**config.mk**
```make
export PLATFORM = sky130hd
export DESIGN_NAME = string_hash_mod_hex_unit
export DESIGN_NICKNAME = d
export VERILOG_FILES = /design/src/design/shm_pkg.sv /design/src/design/shm_ctrl.sv /design/src/design/shm_datapath.sv /design/src/design/string_hash_mod_hex_unit.sv
export SDC_FILE = /design/constraint.sdc
export NUM_CORES = 1
export LEC_CHECK = 0
export BUFFER_PORTS_ARGS = -buffer_cell sky130_fd_sc_hd__buf_2
export CORE_MARGIN = 1
export CORE_UTILIZATION = 56
export DETAILED_ROUTE_END_ITERATION = 10
export PLACE_DENSITY_LB_ADDON = 0.1
export SETUP_SLACK_MARGIN = 0.2
export SLEW_MARGIN = 20
export SYNTH_ARGS = -nofsm -noshare
export SYNTH_HDL_FRONTEND = slang
export SYNTH_HIERARCHICAL = 1
export SYNTH_SLANG_ARGS = --single-unit
```
**constraint.sdc**
```tcl
create_clock -name clk -period 3.5 [get_ports clk]
set_input_delay 0.525 -clock clk [delete_from_list [all_inputs] [get_ports clk]]
set_output_delay 0.525 -clock clk [all_outputs]
set_load 0.01 [all_outputs]
```
**src/design/shm_pkg.sv**
```systemverilog
// shm_pkg: shared types, register codes and helpers for the string hash hex unit
// depends on nothing; used by shm_ctrl, shm_datapath and the top level
package shm_pkg;

    // configuration register indexes
    localparam logic REG_MODULUS = 1'b0;
    localparam logic REG_PAD     = 1'b1;

    localparam int HASH_W   = 28;
    localparam int MOD_W    = 32;
    localparam int PAD_W    = 5;
    localparam int DIGIT_W  = 7;
    localparam int HASH_NIB = HASH_W / 4;

    // controller states
    typedef enum logic [1:0] {
        ST_IDLE,
        ST_DIVIDE,
        ST_PREP,
        ST_EMIT
    } shm_state_t;

    // controller to datapath
    typedef struct packed {
        logic take_item;
        logic load_value;
        logic div_step;
        logic prep;
        logic emit;
    } shm_cmd_t;

    // datapath to controller
    typedef struct packed {
        logic mod_zero;
        logic div_last;
        logic pos_last;
        logic out_free;
    } shm_status_t;

    // one ELF/PJW step: shift in a byte, fold the top nibble back down
    function automatic logic [HASH_W-1:0] fold_byte(input logic [HASH_W-1:0] h,
                                                   input logic [7:0] c);
        logic [31:0] sum;
        sum = {h, 4'h0} + {24'h0, c};
        return {sum[27:8], sum[7:4] ^ sum[31:28], sum[3:0]};
    endfunction

    // lowercase ascii hex digit
    function automatic logic [DIGIT_W-1:0] hex_ascii(input logic [3:0] nib);
        if (nib < 4'd10)
            return 7'h30 + {3'b000, nib};
        else
            return 7'h57 + {3'b000, nib};
    endfunction

endpackage

```
**src/design/shm_ctrl.sv**
```systemverilog
// shm_ctrl: sequencing state machine for the string hash hex unit
// depends on shm_pkg; drives shm_datapath through command and status structs
module shm_ctrl (
    input  logic                 clk,
    input  logic                 rst_n,
    input  logic                 s_tvalid,
    input  logic                 s_tlast,
    output logic                 s_tready,
    input  shm_pkg::shm_status_t status,
    output shm_pkg::shm_cmd_t    cmd
);

    shm_pkg::shm_state_t state_reg;
    shm_pkg::shm_state_t state_next;
    logic                take;

    assign take = s_tvalid && (state_reg == shm_pkg::ST_IDLE);

    // state register
    always_ff @(posedge clk or negedge rst_n)
    begin
        if (!rst_n)
            state_reg <= shm_pkg::ST_IDLE;
        else
            state_reg <= state_next;
    end

    // next state
    always_comb
    begin
        state_next = state_reg;
        unique case (state_reg)
            shm_pkg::ST_IDLE:
            begin
                if (take && s_tlast)
                    state_next = status.mod_zero ? shm_pkg::ST_PREP : shm_pkg::ST_DIVIDE;
            end
            shm_pkg::ST_DIVIDE:
            begin
                if (status.div_last)
                    state_next = shm_pkg::ST_PREP;
            end
            shm_pkg::ST_PREP:
            begin
                state_next = shm_pkg::ST_EMIT;
            end
            shm_pkg::ST_EMIT:
            begin
                if (status.out_free && status.pos_last)
                    state_next = shm_pkg::ST_IDLE;
            end
            default:
            begin
                state_next = shm_pkg::ST_IDLE;
            end
        endcase
    end

    // outputs
    always_comb
    begin
        s_tready       = 1'b0;
        cmd.take_item  = 1'b0;
        cmd.load_value = 1'b0;
        cmd.div_step   = 1'b0;
        cmd.prep       = 1'b0;
        cmd.emit       = 1'b0;
        unique case (state_reg)
            shm_pkg::ST_IDLE:
            begin
                s_tready       = 1'b1;
                cmd.take_item  = take;
                cmd.load_value = take && s_tlast;
            end
            shm_pkg::ST_DIVIDE:
            begin
                cmd.div_step = 1'b1;
            end
            shm_pkg::ST_PREP:
            begin
                cmd.prep = 1'b1;
            end
            shm_pkg::ST_EMIT:
            begin
                cmd.emit = status.out_free;
            end
            default:
            begin
                s_tready = 1'b0;
            end
        endcase
    end

endmodule

```
**src/design/shm_datapath.sv**
```systemverilog
// shm_datapath: hash fold, bit-serial modulo, digit count and output register
// depends on shm_pkg; commanded by shm_ctrl
module shm_datapath #(
    parameter int MAX_TEXT_CHARS = 19
) (
    input  logic                               clk,
    input  logic                               rst_n,
    input  logic                               cfg_we,
    input  logic                               cfg_index,
    input  logic [shm_pkg::MOD_W-1:0]          cfg_data,
    input  logic [7:0]                         char_byte,
    input  logic                               no_char,
    input  logic                               end_of_string,
    input  shm_pkg::shm_cmd_t                  cmd,
    output shm_pkg::shm_status_t               status,
    input  logic                               out_ready,
    output logic                               out_valid,
    output logic [shm_pkg::DIGIT_W-1:0]        hex_char,
    output logic                               last_char
);

    localparam int POS_W = $clog2(MAX_TEXT_CHARS);
    localparam int CNT_W = $clog2(shm_pkg::HASH_W);
    localparam logic [shm_pkg::PAD_W-1:0] PAD_MAX = shm_pkg::PAD_W'(MAX_TEXT_CHARS);

    logic [shm_pkg::MOD_W-1:0]   mod_reg;
    logic [shm_pkg::PAD_W-1:0]   pad_reg;
    logic [shm_pkg::HASH_W-1:0]  hash_reg;
    logic                        zero_reg;
    logic [shm_pkg::HASH_W-1:0]  quot_reg;
    logic [shm_pkg::MOD_W-1:0]   rem_reg;
    logic [CNT_W-1:0]            cnt_reg;
    logic [shm_pkg::HASH_W-1:0]  value_reg;
    logic [POS_W-1:0]            pos_reg;
    logic                        valid_reg;
    logic [shm_pkg::DIGIT_W-1:0] char_reg;
    logic                        last_reg;

    logic                        fold_en;
    logic [shm_pkg::HASH_W-1:0]  hash_next;
    logic [shm_pkg::MOD_W:0]     rem_shift;
    logic [shm_pkg::MOD_W+1:0]   diff;
    logic [shm_pkg::MOD_W-1:0]   rem_next;
    logic [2:0]                  ndig;
    logic [shm_pkg::PAD_W-1:0]   pad_sat;
    logic [shm_pkg::PAD_W-1:0]   width;
    logic [3:0]                  nib;

    // configuration registers
    always_ff @(posedge clk or negedge rst_n)
    begin
        if (!rst_n)
        begin
            mod_reg <= '0;
            pad_reg <= '0;
        end
        else if (cfg_we)
        begin
            unique case (cfg_index)
                shm_pkg::REG_MODULUS: mod_reg <= cfg_data;
                shm_pkg::REG_PAD:     pad_reg <= cfg_data[shm_pkg::PAD_W-1:0];
                default:              mod_reg <= mod_reg;
            endcase
        end
    end

    // byte fold, skipped after an embedded zero byte
    assign fold_en   = !no_char && !zero_reg && (char_byte != 8'h00);
    assign hash_next = fold_en ? shm_pkg::fold_byte(hash_reg, char_byte) : hash_reg;

    always_ff @(posedge clk or negedge rst_n)
    begin
        if (!rst_n)
        begin
            hash_reg <= '0;
            zero_reg <= 1'b0;
        end
        else if (cmd.take_item)
        begin
            if (end_of_string)
            begin
                hash_reg <= '0;
                zero_reg <= 1'b0;
            end
            else
            begin
                hash_reg <= hash_next;
                zero_reg <= zero_reg || (!no_char && (char_byte == 8'h00));
            end
        end
    end

    // restoring division step, one quotient bit per cycle
    assign rem_shift = {rem_reg, quot_reg[shm_pkg::HASH_W-1]};
    assign diff      = {1'b0, rem_shift} - {2'b00, mod_reg};
    assign rem_next  = diff[shm_pkg::MOD_W+1] ? rem_shift[shm_pkg::MOD_W-1:0]
                                              : diff[shm_pkg::MOD_W-1:0];

    always_ff @(posedge clk or negedge rst_n)
    begin
        if (!rst_n)
            cnt_reg <= '0;
        else if (cmd.load_value)
            cnt_reg <= CNT_W'(shm_pkg::HASH_W - 1);
        else if (cmd.div_step)
            cnt_reg <= cnt_reg - 1'b1;
    end

    always_ff @(posedge clk)
    begin
        if (cmd.load_value)
        begin
            quot_reg  <= hash_next;
            rem_reg   <= '0;
            value_reg <= hash_next;
        end
        else if (cmd.div_step)
        begin
            quot_reg <= {quot_reg[shm_pkg::HASH_W-2:0], 1'b0};
            rem_reg  <= rem_next;
            if (cnt_reg == '0)
                value_reg <= rem_next[shm_pkg::HASH_W-1:0];
        end
    end

    // significant digit count and padded text width
    always_comb
    begin
        ndig = 3'd1;
        for (int i = 1; i < shm_pkg::HASH_NIB; i++)
        begin
            if ((value_reg >> (4 * i)) != '0)
                ndig = 3'(i + 1);
        end
        pad_sat = (pad_reg > PAD_MAX) ? PAD_MAX : pad_reg;
        width   = ({2'b00, ndig} > pad_sat) ? {2'b00, ndig} : pad_sat;
    end

    // digit position, counts down to the least significant digit
    always_ff @(posedge clk or negedge rst_n)
    begin
        if (!rst_n)
            pos_reg <= '0;
        else if (cmd.prep)
            pos_reg <= POS_W'(width - 1'b1);
        else if (cmd.emit)
            pos_reg <= pos_reg - 1'b1;
    end

    assign nib = 4'(value_reg >> {pos_reg, 2'b00});

    // output register
    always_ff @(posedge clk or negedge rst_n)
    begin
        if (!rst_n)
            valid_reg <= 1'b0;
        else if (cmd.emit)
            valid_reg <= 1'b1;
        else if (out_ready)
            valid_reg <= 1'b0;
    end

    always_ff @(posedge clk)
    begin
        if (cmd.emit)
        begin
            char_reg <= shm_pkg::hex_ascii(nib);
            last_reg <= (pos_reg == '0);
        end
    end

    assign out_valid = valid_reg;
    assign hex_char  = char_reg;
    assign last_char = last_reg;

    // status back to the controller
    assign status.mod_zero = (mod_reg == '0);
    assign status.div_last = (cnt_reg == '0);
    assign status.pos_last = (pos_reg == '0);
    assign status.out_free = !valid_reg || out_ready;

endmodule

```
**src/design/string_hash_mod_hex_unit.sv**
```systemverilog
// string_hash_mod_hex_unit: ELF/PJW string hash, optional modulo, padded hex text
// sequence: byte transfers are folded into the hash while idle; after the end-of-string transfer,
// bit-serial modulo (none when modulus is zero), a setup state, then one hex
// character per cycle while the output side takes them
// a new string is taken only after the last hex character has been loaded into the output register
// reset: rst_n asynchronous active low clears hash, controller, output valid and config registers
module string_hash_mod_hex_unit #(
    parameter int MAX_TEXT_CHARS = 19
) (
    input  logic        clk,
    input  logic        rst_n,
    // configuration writes
    input  logic        cfg_we,
    input  logic        cfg_index,
    input  logic [31:0] cfg_data,
    // byte stream in
    input  logic        s_axis_tvalid,
    output logic        s_axis_tready,
    input  logic [7:0]  s_axis_tdata,   // [7:0] char_byte
    input  logic        s_axis_tuser,   // [0] no_char
    input  logic        s_axis_tlast,   // end_of_string
    // hex text out
    output logic        m_axis_tvalid,
    input  logic        m_axis_tready,
    output logic [7:0]  m_axis_tdata,   // [6:0] hex_char, [7] zero
    output logic        m_axis_tlast    // last_char
);

    shm_pkg::shm_cmd_t              cmd;
    shm_pkg::shm_status_t           status;
    logic [shm_pkg::DIGIT_W-1:0]    hex_char;

    // controller
    shm_ctrl u_ctrl (
        .clk      (clk),
        .rst_n    (rst_n),
        .s_tvalid (s_axis_tvalid),
        .s_tlast  (s_axis_tlast),
        .s_tready (s_axis_tready),
        .status   (status),
        .cmd      (cmd)
    );

    // datapath
    shm_datapath #(
        .MAX_TEXT_CHARS (MAX_TEXT_CHARS)
    ) u_datapath (
        .clk           (clk),
        .rst_n         (rst_n),
        .cfg_we        (cfg_we),
        .cfg_index     (cfg_index),
        .cfg_data      (cfg_data),
        .char_byte     (s_axis_tdata),
        .no_char       (s_axis_tuser),
        .end_of_string (s_axis_tlast),
        .cmd           (cmd),
        .status        (status),
        .out_ready     (m_axis_tready),
        .out_valid     (m_axis_tvalid),
        .hex_char      (hex_char),
        .last_char     (m_axis_tlast)
    );

    assign m_axis_tdata = {1'b0, hex_char};

endmodule

```
==> metrics.md <==
| Metric | Value |
|---|---|
| Setup violations, final | 0 |
| All-Layer GR Usage | 26.6% |
| M3 GR Usage | 4.49% |
| Most frequent CP cell | a21oi_2 |
| Relative slew margins | 37.8% |
| Setup crit end kind | flip-flop |
| Die X | 139 microns |
| Slew Limit Fails | 0 |
| Number of global-route vias before repair | 7,730 |
| Final RePlAce weighted congestion | 0.882 |
| Failing checks | DRC |
| Top-area cell type share of the netlist area | 18.9% |
| Worst-margin pin slew | 0.930 ns |
| ANT nets after route | 0 |
| Largest cells by area after synthesis | dfrtp_1 19%, edfxtp_1 18%, dfxtp_1 6.1% |
| FFs w/ async S/R, synth | 45.1% |
| Total gr overflow | 0 |
| Final worst slack | 0.181 ns |
| CTS sink count | 175 |
| CP max stage cell | or4_4 |
| Pin count of the biggest net entering global routing | 80 |
| Finished Layout Cells | 1,410 |
| Post-synth EDFFs | 64 |
| Initial antenna violation count | 0 |
| Gate Count Post-Synth | 1,121 |
| Total Routed Length | 25,200 microns |
| Post-synthesis sequential area ratio | 43.4% |
| Initial Util | 57.6% |
| VDD IR max | 0.478 mV |
| Crit-path cells | or4_4 -> o21ai_1 -> nand2_1 -> a21oi_2 -> ha_2 -> inv_1 -> a21o_1 -> a21oi_2 -> nor4_4 -> buf_4 -> nand2b_4 -> a31oi_4 -> ha_4 -> nand2_2 -> nor3_2 -> o22ai_2 -> mux2i_1 |
| Via count | 8,333 |
| Nets | 1,265 |
| Syn Nets | 1,218 |
| Power Density | 1040 nW/um^2 |
| Final hold vios | 0 |
| Crit-path max cell delay | 0.55 ns |
| Worst EP arrival | 3.66 ns |
| Crit path from | u_datapath/value_reg[11]$_DFFE_PP_ |
| Layout cells sized above 1 | 15.9% |
| Core Footprint | 18,100 sq um |
| Max Cap Viol | 0 |
| I/O pin count | 59 |
| Worst-path fanout max | 4 |
| Maximum buffer depth of the clock tree | 2 |
| Critical setup path kind | flip-flop to flip-flop |
| Root Buffer | clkbuf_16 |
| RSZ-0062 raised after global routing | true |
| Final min period | 3.32 ns |
| Drt via density | 5.91 |
| Met1 global-route usage | 36.9% |
| Max Freq | 301 MHz |
| Primary FF master, synth | dfrtp_1 |
| Placed Cells | 1,370 |
| Final hold slack | 0.131 ns |
| Fin util | 65.7% |
| Commonest cells post-synth | 114 x nand2_1, 90 x nor2_1, 87 x inv_1 |
| Pre-CTS setup slack | -0.0352 ns |
| FF-to-FF Start | u_datapath/value_reg[11]$_DFFE_PP_ |
| CP Launch Type | flip-flop |
| Die Footprint | 19,200 sq um |
| Status | complete, but fails checks |
| Tcrit/Tclk final | 94.8% |
| Yosys cell types | 76 |
| Row count | 49 |
| Drc violations | 6 |
| Max H-tree Level | 4 |
| WL/cell | 17.9 microns |
| Worst-Skew Late Latency | 0.43 ns |
| Worst EP required | 3.84 ns |
| TritonCTS Buffers | 17 |
| Buf/Inv on CP | 2 |
| TritonCTS clock tree | done |
| Iter 0 DRT Violations | 546 |
| Antenna cells | 0 |
| Leading area contributor after synthesis | dfrtp_1 |
| Top-count cell post-synth | nand2_1 |
| Die Height | 139 microns |
| Area Growth Syn to Fin | 14.1% |
| GRT met2 Usage | 42.3% |
| Most Crowded Layer GR | met2 |
| CP top delay family | simple AND/OR/NAND/NOR gates |
| First-pass GRT wire length | 40,300 microns |
| Clock-pin slew on the worst setup and hold paths | 0.07 ns |
| Synth Register Bits | 175 |
| Yosys warning total | 6 |
| First drt pass iteration count | 8 |
| Worst Hold Class | input port to asynchronous set/reset pin |
| Final HPWL DP | 17,600 microns |
| Average cell area after synthesis | 9.32 sq um |
| Port bufs | 57 |
| Layout Skew | 0.0115 ns |
| Post-Syn Area | 10,500 sq um |
| Lkg Pwr | 5.03 nW |
[per-stage QoR]
step | instance area, sq um | power (mW) | setup TNS (ns)
5_1_grt | 11900 | 13.3 | -0.0141
3_5_place_dp | 11000 | 9.99 | -0.0352
6_report | 11900 | 12.4 | 0
3_3_place_gp | 11000 | 9.91 | 0
4_1_cts | 11700 | 12.1 | 0
2_1_floorplan | 10500 | 8.45 | 0
[worst reg2reg max path, cell delays in order (launching register included)]
cell,delay [ns]
edfxtp_1,0.41
or4_4,0.55
o21ai_1,0.12
nand2_1,0.08
a21oi_2,0.23
ha_2,0.22
inv_1,0.04
a21o_1,0.18
a21oi_2,0.19
nor4_4,0.07
buf_4,0.16
nand2b_4,0.14
a31oi_4,0.20
ha_4,0.18
nand2_2,0.05
nor3_2,0.19
o22ai_2,0.11
mux2i_1,0.12
[kinds of logic (layout without fill, tap and decap cells)]
kind of cell             Yosys count  count (layout)  share of synthesized area, %
AND/OR/NAND/NOR                  336             336                          15.2
AO/OA/AOI/OAI                    282             282                          16.9
flip-flops                       175             175                          43.4
buffers and inverters            143             203                          5.57
multiplexers                      76              76                          8.03
XOR/XNOR                          58              58                          4.86
adder cells (fa/ha/maj)           49              49                          6.01
other                              2               2                        0.0718
[per-layer routing]
layer  part of all wire (%)  up-vias
met2                     46      231
met1                     46     3948
li1                       -     4110
met3                    5.0       44
met4                    2.4        0
met5                      0        -
[cell usage in the layout (no fill, tap or decap), types with 24 or more instances in the layout]
cell type,netlist,final
nor2_1,90,89
a21oi_1,61,56
nand2_1,114,113
edfxtp_1,64,64
mux2i_1,58,54
buf_2,6,56
xnor2_1,43,42
inv_1,87,87
a211oi_1,24,24
o21ai_0,83,80
o22ai_1,26,25
dfrtp_1,79,79
dfxtp_1,32,32
ha_1,47,39
[report_power, final]
part	internal (mW)	switching (mW)
clock network	1.23	0.792
logic	2.82	3.83
registers	3.17	0.611
[cell type report]
cell class,count,area (sq um)
repair buffers,83,537
fillers,1500,6220
clock inverters,10,159
inverters,88,330
well taps,229,287
flip-flops and latches,175,4540
clock buffers,22,464
multi-input cells,803,5610
[repair_timing]
item | in CTS | in global routing
buffers inserted | 1 | 7
resized for setup | 13 | 39
endpoints found under the setup margin | 3 | 23
pin swaps | 3 | 17
hold buffers | 0 | 0
hold endpoints to repair | 0 | 0
[worst paths after layout]
check | depth (start not counted) | slack (ns) | endpoint
setup / recovery | 17 | 0.18 | u_datapath/pos_reg[4]$_DFFE_PN0P_
setup reg to reg | 17 | 0.18 | u_datapath/pos_reg[4]$_DFFE_PN0P_
hold reg to reg | 2 | 0.50 | u_datapath/rem_reg[31]$_SDFFE_PP0P_
hold / removal | 1 | 0.13 | u_datapath/out_valid$_DFFE_PN0P_
min in group clk | 3 | 0.29 | u_datapath/mod_reg[10]$_DFFE_PN0P_
max in group asynchronous | 1 | 2.85 | u_datapath/mod_reg[15]$_DFFE_PN0P_
Note: power is estimated with default switching activity, not from simulation.
